### config.mk
export PLATFORM = sky130hd
export DESIGN_NAME = first_fit_heap_allocator
export DESIGN_NICKNAME = d
export VERILOG_FILES = /design/src/hw/rtl/ffh_pkg.sv /design/src/hw/rtl/ffh_cell.sv /design/src/hw/rtl/first_fit_heap_allocator.sv
export SDC_FILE = /design/constraint.sdc
export NUM_CORES = 2
export LEC_CHECK = 0
export BUFFER_PORTS_ARGS = -buffer_cell sky130_fd_sc_hd__buf_2
export CAP_MARGIN = 20
export CORE_MARGIN = 4
export CORE_UTILIZATION = 57
export CTS_BUF_LIST = sky130_fd_sc_hd__clkbuf_8
export DETAILED_ROUTE_END_ITERATION = 10
export PLACE_DENSITY = 0.73
export REMOVE_ABC_BUFFERS = 1
export SYNTH_ARGS = -nofsm -noshare
export SYNTH_HDL_FRONTEND = slang
export SYNTH_SLANG_ARGS = --single-unit
### constraint.sdc
create_clock -name clk_i -period 14.2 [get_ports clk_i]
set_input_delay 4.26 -clock clk_i [delete_from_list [all_inputs] [get_ports clk_i]]
set_output_delay 4.26 -clock clk_i [all_outputs]
set_load 0.1 [all_outputs]
### src/hw/rtl/ffh_pkg.sv
package ffh_pkg;

  // heap geometry
  localparam int unsigned HEAP_BYTES   = 1024;
  localparam int unsigned HEADER_BYTES = 36;
  localparam int unsigned MAX_SEGMENTS = 32;

  // field and index widths
  localparam int unsigned AW = 10;
  localparam int unsigned IW = $clog2(MAX_SEGMENTS);
  localparam int unsigned CW = IW + 1;

  typedef enum logic [1:0] {
    ST_DONE      = 2'd0,
    ST_OOM       = 2'd1,
    ST_NOT_FOUND = 2'd2
  } status_e;

  // one segment table entry
  typedef struct packed {
    logic [AW-1:0] start;
    logic [AW-1:0] len;
    logic          free;
  } seg_t;

  // command broadcast to every cell
  typedef struct packed {
    logic          wr_en;
    logic [IW-1:0] wr_idx;
    seg_t          wr_seg;
    logic          up_en;
    logic          dn_en;
    logic [CW-1:0] sh_idx;
  } cmd_t;

endpackage

### src/hw/rtl/ffh_cell.sv
module ffh_cell (
  input  logic                      clk_i,
  input  logic                      rst_ni,
  input  logic [ffh_pkg::IW-1:0]    idx_i,
  input  ffh_pkg::cmd_t             cmd_i,
  input  ffh_pkg::seg_t             lower_i,
  input  ffh_pkg::seg_t             upper_i,
  output ffh_pkg::seg_t             seg_o
);

  ffh_pkg::seg_t seg_q, seg_d;
  logic [ffh_pkg::CW-1:0] idx_ext;

  assign idx_ext = {1'b0, idx_i};

  // write wins, otherwise take a neighbor on a shift
  always_comb begin
    seg_d = seg_q;
    if (cmd_i.wr_en && (cmd_i.wr_idx == idx_i)) begin
      seg_d = cmd_i.wr_seg;
    end else if (cmd_i.up_en && (idx_ext > cmd_i.sh_idx)) begin
      seg_d = lower_i;
    end else if (cmd_i.dn_en && (idx_ext >= cmd_i.sh_idx)) begin
      seg_d = upper_i;
    end
  end

  always_ff @(posedge clk_i or negedge rst_ni) begin
    if (!rst_ni) begin
      seg_q.start <= '0;
      seg_q.len   <= ffh_pkg::AW'(ffh_pkg::HEAP_BYTES - ffh_pkg::HEADER_BYTES);
      seg_q.free  <= 1'b1;
    end else begin
      seg_q <= seg_d;
    end
  end

  assign seg_o = seg_q;

endmodule

### src/hw/rtl/first_fit_heap_allocator.sv
// First-fit heap allocator with coalescing over an address-ordered segment table.
// Input channel s_axis: tuser carries the operation (0 allocate, 1 free),
// tdata carries request_bytes and release_offset. Output channel m_axis: tdata
// carries payload_offset and status (0 done, 1 out of memory, 2 not found).
// Every input transaction yields exactly one output transaction.
// The table is a row of cells, one entry each; inserts and removals move all
// entries past a point by one place toward their neighbor, all at once.
// An item is accepted in S_IDLE; S_SCAN then walks the table entry by entry
// (up to 32 entries, and one more step when no entry matches). A hit goes on to
// S_AWR for an allocate, or to S_FNEXT and S_FPREV for a free, and S_DONE loads
// the result register. A new item is accepted only once S_DONE has handed off.
// At reset the table holds a single free segment at offset 0 with
// 988 payload bytes; no clearing pass is needed.
// The result sits in an output register; when the receiver stalls, the block
// finishes the next item and then waits until the held result is taken.
module first_fit_heap_allocator (
  input  logic        clk_i,
  input  logic        rst_ni,
  input  logic        s_axis_tvalid_i,
  output logic        s_axis_tready_o,
  input  logic [23:0] s_axis_tdata_i,   // request_bytes[9:0], release_offset[19:10], zeros
  input  logic        s_axis_tuser_i,   // operation[0]
  output logic        m_axis_tvalid_o,
  input  logic        m_axis_tready_i,
  output logic [15:0] m_axis_tdata_o    // payload_offset[9:0], status[11:10], zeros
);

  localparam int unsigned AW = ffh_pkg::AW;
  localparam int unsigned IW = ffh_pkg::IW;
  localparam int unsigned CW = ffh_pkg::CW;
  localparam int unsigned NS = ffh_pkg::MAX_SEGMENTS;
  localparam logic [AW:0] HDR = (AW+1)'(ffh_pkg::HEADER_BYTES);
  localparam logic [CW-1:0] MAXC = CW'(ffh_pkg::MAX_SEGMENTS);

  typedef enum logic [2:0] {
    S_IDLE, S_SCAN, S_AWR, S_FNEXT, S_FPREV, S_DONE
  } state_e;

  state_e state_q, state_d;
  logic op_q, op_d, split_q, split_d, prev_free_q, prev_free_d;
  logic [AW-1:0] req_q, req_d, rel_q, rel_d;
  logic [AW-1:0] cur_len_q, cur_len_d, hit_start_q, hit_start_d;
  logic [AW-1:0] prev_len_q, prev_len_d, prev_start_q, prev_start_d;
  logic [CW-1:0] ptr_q, ptr_d, hit_q, hit_d, cnt_q, cnt_d;
  logic [AW-1:0] res_off_q, res_off_d;
  ffh_pkg::status_e res_st_q, res_st_d;
  logic out_valid_q, out_valid_d;
  logic [AW-1:0] out_off_q, out_off_d;
  ffh_pkg::status_e out_st_q, out_st_d;

  ffh_pkg::cmd_t cmd;
  ffh_pkg::seg_t segs [NS];
  ffh_pkg::seg_t rd;
  logic [AW:0] sum_a, sum_b;
  logic [CW-1:0] ptr_inc;

  // row of cells
  for (genvar k = 0; k < NS; k++) begin : g_cell
    ffh_pkg::seg_t lo, up;
    if (k == 0) begin : g_lo0
      assign lo = segs[k];
    end else begin : g_lo
      assign lo = segs[k-1];
    end
    if (k == NS - 1) begin : g_upn
      assign up = segs[k];
    end else begin : g_up
      assign up = segs[k+1];
    end
    ffh_cell u_cell (
      .clk_i   (clk_i),
      .rst_ni  (rst_ni),
      .idx_i   (IW'(k)),
      .cmd_i   (cmd),
      .lower_i (lo),
      .upper_i (up),
      .seg_o   (segs[k])
    );
  end

  assign rd      = segs[ptr_q[IW-1:0]];
  assign ptr_inc = ptr_q + CW'(1);

  // sequencer
  always_comb begin
    state_d      = state_q;
    op_d         = op_q;
    req_d        = req_q;
    rel_d        = rel_q;
    split_d      = split_q;
    prev_free_d  = prev_free_q;
    prev_len_d   = prev_len_q;
    prev_start_d = prev_start_q;
    cur_len_d    = cur_len_q;
    hit_start_d  = hit_start_q;
    ptr_d        = ptr_q;
    hit_d        = hit_q;
    cnt_d        = cnt_q;
    res_off_d    = res_off_q;
    res_st_d     = res_st_q;
    out_valid_d  = out_valid_q && !m_axis_tready_i;
    out_off_d    = out_off_q;
    out_st_d     = out_st_q;
    cmd          = '0;
    sum_a        = '0;
    sum_b        = '0;
    unique case (state_q)
      S_IDLE: begin
        if (s_axis_tvalid_i) begin
          op_d        = s_axis_tuser_i;
          req_d       = s_axis_tdata_i[AW-1:0];
          rel_d       = s_axis_tdata_i[2*AW-1:AW];
          ptr_d       = '0;
          prev_free_d = 1'b0;
          state_d     = S_SCAN;
        end
      end
      S_SCAN: begin
        sum_a = {1'b0, rd.start} + HDR;
        if (ptr_q == cnt_q) begin
          res_off_d = '0;
          res_st_d  = op_q ? ffh_pkg::ST_NOT_FOUND : ffh_pkg::ST_OOM;
          state_d   = S_DONE;
        end else if (!op_q) begin
          if (rd.free && (rd.len >= req_q)) begin
            hit_d       = ptr_q;
            hit_start_d = rd.start;
            cur_len_d   = rd.len;
            res_off_d   = sum_a[AW-1:0];
            sum_b       = {1'b0, req_q} + HDR;
            split_d     = ({1'b0, rd.len} > sum_b) && (cnt_q < MAXC);
            if (split_d) begin
              cmd.wr_en        = 1'b1;
              cmd.wr_idx       = ptr_inc[IW-1:0];
              cmd.wr_seg.start = AW'(sum_a + {1'b0, req_q});
              cmd.wr_seg.len   = AW'({1'b0, rd.len} - sum_b);
              cmd.wr_seg.free  = 1'b1;
              cmd.up_en        = 1'b1;
              cmd.sh_idx       = ptr_inc;
              cnt_d            = cnt_q + CW'(1);
            end
            state_d = S_AWR;
          end else begin
            ptr_d = ptr_inc;
          end
        end else begin
          if (sum_a == {1'b0, rel_q}) begin
            hit_d       = ptr_q;
            hit_start_d = rd.start;
            cur_len_d   = rd.len;
            ptr_d       = ptr_inc;
            state_d     = S_FNEXT;
          end else begin
            prev_free_d  = rd.free;
            prev_len_d   = rd.len;
            prev_start_d = rd.start;
            ptr_d        = ptr_inc;
          end
        end
      end
      S_AWR: begin
        cmd.wr_en        = 1'b1;
        cmd.wr_idx       = hit_q[IW-1:0];
        cmd.wr_seg.start = hit_start_q;
        cmd.wr_seg.len   = split_q ? req_q : cur_len_q;
        cmd.wr_seg.free  = 1'b0;
        res_st_d         = ffh_pkg::ST_DONE;
        state_d          = S_DONE;
      end
      S_FNEXT: begin
        cmd.wr_en        = 1'b1;
        cmd.wr_idx       = hit_q[IW-1:0];
        cmd.wr_seg.start = hit_start_q;
        cmd.wr_seg.len   = cur_len_q;
        cmd.wr_seg.free  = 1'b1;
        if ((ptr_q < cnt_q) && rd.free) begin
          sum_b          = {1'b0, cur_len_q} + HDR + {1'b0, rd.len};
          cur_len_d      = sum_b[AW-1:0];
          cmd.wr_seg.len = sum_b[AW-1:0];
          cmd.dn_en      = 1'b1;
          cmd.sh_idx     = ptr_q;
          cnt_d          = cnt_q - CW'(1);
        end
        state_d = S_FPREV;
      end
      S_FPREV: begin
        if ((hit_q != '0) && prev_free_q) begin
          sum_b            = {1'b0, prev_len_q} + HDR + {1'b0, cur_len_q};
          cmd.wr_en        = 1'b1;
          cmd.wr_idx       = IW'(hit_q - CW'(1));
          cmd.wr_seg.start = prev_start_q;
          cmd.wr_seg.len   = sum_b[AW-1:0];
          cmd.wr_seg.free  = 1'b1;
          cmd.dn_en        = 1'b1;
          cmd.sh_idx       = hit_q;
          cnt_d            = cnt_q - CW'(1);
        end
        res_off_d = '0;
        res_st_d  = ffh_pkg::ST_DONE;
        state_d   = S_DONE;
      end
      S_DONE: begin
        if (!out_valid_q || m_axis_tready_i) begin
          out_valid_d = 1'b1;
          out_off_d   = res_off_q;
          out_st_d    = res_st_q;
          state_d     = S_IDLE;
        end
      end
      default: state_d = S_IDLE;
    endcase
  end

  // state and registered outputs
  always_ff @(posedge clk_i or negedge rst_ni) begin
    if (!rst_ni) begin
      state_q     <= S_IDLE;
      cnt_q       <= CW'(1);
      out_valid_q <= 1'b0;
      out_off_q   <= '0;
      out_st_q    <= ffh_pkg::ST_DONE;
    end else begin
      state_q     <= state_d;
      cnt_q       <= cnt_d;
      out_valid_q <= out_valid_d;
      out_off_q   <= out_off_d;
      out_st_q    <= out_st_d;
    end
  end

  // payload registers
  always_ff @(posedge clk_i) begin
    op_q         <= op_d;
    req_q        <= req_d;
    rel_q        <= rel_d;
    split_q      <= split_d;
    prev_free_q  <= prev_free_d;
    prev_len_q   <= prev_len_d;
    prev_start_q <= prev_start_d;
    cur_len_q    <= cur_len_d;
    hit_start_q  <= hit_start_d;
    ptr_q        <= ptr_d;
    hit_q        <= hit_d;
    res_off_q    <= res_off_d;
    res_st_q     <= res_st_d;
  end

  assign s_axis_tready_o = (state_q == S_IDLE);
  assign m_axis_tvalid_o = out_valid_q;
  assign m_axis_tdata_o  = {4'b0000, out_st_q, out_off_q};

endmodule

==> results.md <==
* Core area at 88900 sq um
* Die Wd at 308 um
* Netlist cell types at ~110
* Synth Area per Inst at 10.2 sq um
* Startpoint types: flip-flop
* DR WL/cell at 34.5 um
* Clock sinks at 781
* Seq/Total Area, Yosys at 0.395
* DP Area at 52700 sq um
* Clock buffer depth at 3
* DR iter-0 viols at 7010
* Reg2reg path depth at 19
* Pint at 6.29 mW
* Worst setup EP type: flip-flop
* H-tree levels at 4
* DP Worst Slack at 5.27 ns
* Seq pwr share at 0.354
* Worst rel slew slack at 0.0642
* Max-cap violation count at 0
* Post-route ant nets at 0
* Hold depth at 1
* Clock Latency Late Sink at 0.86 ns
* Final setup vio count at 0
* CTS buffer count at 143
* Sw frac at 0.445
* CP Max Fanout at 46
* Setup_tns at 0 ns
* Largest net degree at the start of global routing at 186
* Max Slew Vio Count at 0
* Yosys top cell area share at 0.213
* Final HPWL DP at 140000 um
* Drt total wl at 213000 um
* Post-route cell area at 55700 sq um
* Worst Tran Pin Value at between 1 and 1.5 ns
* Via count at 47300
* Netlist Area Pre-Place at 51300 sq um
* PD cells at 203 nW/um^2
* Peak Freq at ~110 MHz
* WP data required at 14.91 ns
* Critical path type: reg2reg
* Worst min-delay path category: reg2reg
* Syn. warnings at 0
* Reg clk slew, reported paths at 0.06 ns
* Prevailing post-synth register cell: dfrtp_1
* Critical path arrival at 10.06 ns
* TritonCTS clock tree: built
* Cell count after synthesis at about 5000
* #FFs+latches synth at 781
* Reg2reg end: g_cell[1].u_cell.seg_o[9]
* Full die area at 94900 sq um
* Min Hold Slack at 0.474 ns
* I/O Pins at 47
* Final setup margin at between 4 and 5 ns
* Starting Density at 0.577
* Die Y at 308 um
* NumNets Final at 5007
* Largest cells by area after synthesis: dfrtp_1 21%, dfstp_2 13%, mux4_2 8.0%, mux2i_1 6.6%, edfxtp_1 5.1%
* Remaining DRCs at 0
* Root Driver: clkbuf_8
* Status: complete, no violations
* Placed cell count at 5911
* Layout cells sized above 1 at 0.235
* VDD IR-drop max at 0.141 mV
* Finished Layout Cells at 6190
* Post-synth EDFFs at between 80 and 90
* Core Rows at 109
* Worst r2r src: ptr_q[3]
* # resized after CTS at 0
* Async S/R FF share, synth at 0.889
* Flop-to-flop setup slack at 4.85 ns
* RSZ-0062 raised after global routing: false
* Vias per Instance at roughly 7.6
* Leakage at approximately 23 nW
* Initial antenna violation count at 13
* Net switching power at 5.03 mW
* Vias in the first global route at between 40000 and 50000
* CP Launch Point: ptr_q[3]
* First-pass GRT wire length at 312000 um
* Clock power share at 0.191
* Tmin final at 9.35 ns
* Drt pass-1 iters at 7
* Crit path to: g_cell[1].u_cell.seg_o[9]
* Placer Congestion at around 1.0
* Post CTS Setup Buffer Count at 0
* Input/output buffers at 38
* Leading area contributor after synthesis: dfrtp_1
* Gate power share at 0.455
* Final Hold Viols at 0
* GRT Residual Overflow at 0
* Hold_sp: cnt_q[5]
* Fin crit share at 0.658
* Overall routing resource usage at 0.445
* Area growth syn-to-layout at 8.44%
* Hold_buf cts at 0
* Layout Skew at 0.0571 ns
## critical path: stages, from the launching register on
cell	delay (ns)
edfxtp_1	0.35
buf_4	0.32
inv_2	0.64
buf_4	0.53
mux4_2	0.68
mux2i_1	0.52
inv_1	0.24
ha_1	0.46
o21a_1	0.15
o211ai_1	0.08
a31oi_1	0.39
o311ai_2	0.27
nor3_2	0.88
buf_4	0.47
nand3_1	0.79
nor3_4	0.35
buf_4	0.60
nand2_1	0.78
a211oi_1	0.49
o31ai_1	0.11
## cell usage in the layout (no fill, tap or decap), drive strengths merged, types with 58 or more instances in the layout
cell,Yosys,final
dfstp,257,257
a21oi,100,100
a221oi,88,88
dfrtp,437,437
edfxtp,87,87
a22o,75,75
and3,95,95
ha,76,76
a22oi,95,95
o22ai,72,72
o21ai,357,357
a211oi,82,82
a221o,111,111
mux4,183,183
mux2,200,200
nand2,469,469
o211ai,58,58
inv,70,144
clkbuf,346,169
mux2i,339,339
nor2,314,314
o31ai,70,70
buf,174,221
a31oi,112,112
nor3,107,107
nand3,101,101
## cells in the mapped netlist (36+ instances only)
library cell,instances
a31oi_1,111
nand4_1,36
o221ai_1,45
mux2_2,180
dfrtp_1,437
and3_1,95
o22ai_1,72
clkbuf_1,346
mux4_2,183
o31ai_1,68
a221o_1,111
inv_1,69
o211ai_1,56
a21o_1,46
a22o_1,75
a221oi_1,85
nand2_1,468
a22oi_1,95
a32o_1,46
o21ai_0,315
a211oi_1,81
edfxtp_1,87
mux2i_1,337
xnor2_1,45
o21ai_1,41
nand3_1,101
a21oi_1,99
buf_2,118
dfstp_2,257
ha_1,76
nor3_1,103
nor2_1,311
## logic make-up after synthesis
kind of cell             Yosys count  synth area share
AO/OA/AOI/OAI                   1536             0.218
AND/OR/NAND/NOR                 1271             0.114
flip-flops                       781             0.395
multiplexers                     722             0.191
buffers and inverters            592            0.0493
adder cells (fa/ha/maj)           81            0.0205
XOR/XNOR                          64            0.0112
other                              1         0.0000730
## flip-flops by register name, indices dropped and copies added (netlist names), 3 cells and up
signal and count:
hit_q 6, req_q 10, res_off_q 10, state_q 3, hit_start_q 10, g_cell.u_cell.seg_o 672, out_off_q 10, ptr_q 6
cnt_q 6, prev_start_q 10, prev_len_q 10, cur_len_q 10, rel_q 10
## layer usage
metal | share of wire | vias up | wire (um) | GRT usage
li1 | - | 19200 | - | -
met5 | 0.00050 | - | 106 | 0.00101
met1 | 0.34 | 23100 | 73600 | 0.557
met3 | 0.15 | 1023 | 31800 | 0.171
met4 | 0.10 | 6 | 21200 | 0.349
met2 | 0.41 | 3946 | 86700 | 0.619
## power groups by stage
stage / Combinational, mW / Clock, mW / Sequential, mW
after floorplan: 3.16 / 0 / 3.92
after global placement: 4.82 / 0 / 3.95
after detailed placement: 4.93 / 0 / 3.97
after CTS: 4.95 / 2.16 / 3.94
after global routing: 5.39 / 2.27 / 4.05
final: 5.15 / 2.17 / 4.01
## layout make-up
cell class	instances	area [sq um]
fill	7150	33300
tap	1165	1460
timing repair buffer	221	1740
antenna	7	17.5
sequential	781	20300
inverter	72	270
multi-input combinational	3678	29100
clock buffer	169	2330
clock inverter	97	492
## through the flow
stage / util / power, mW
finish: 0.626 / 11.3
global route: 0.626 / 11.7
CTS: 0.625 / 11.1
detailed placement: 0.593 / 8.90
global placement: 0.592 / 8.77
floorplan: - / 7.07
## worst min path at each step
stage | end | slack [ns]
4_1_cts | out_off_q[8] | 0.48
5_1_grt | out_off_q[5] | 0.49
2_1_floorplan | cnt_q[5] | 0.45
3_5_place_dp | out_off_q[8] | 0.46
6_report | cnt_q[5] | 0.47
3_3_place_gp | out_off_q[8] | 0.46
Power figures use the tool's default switching activity.
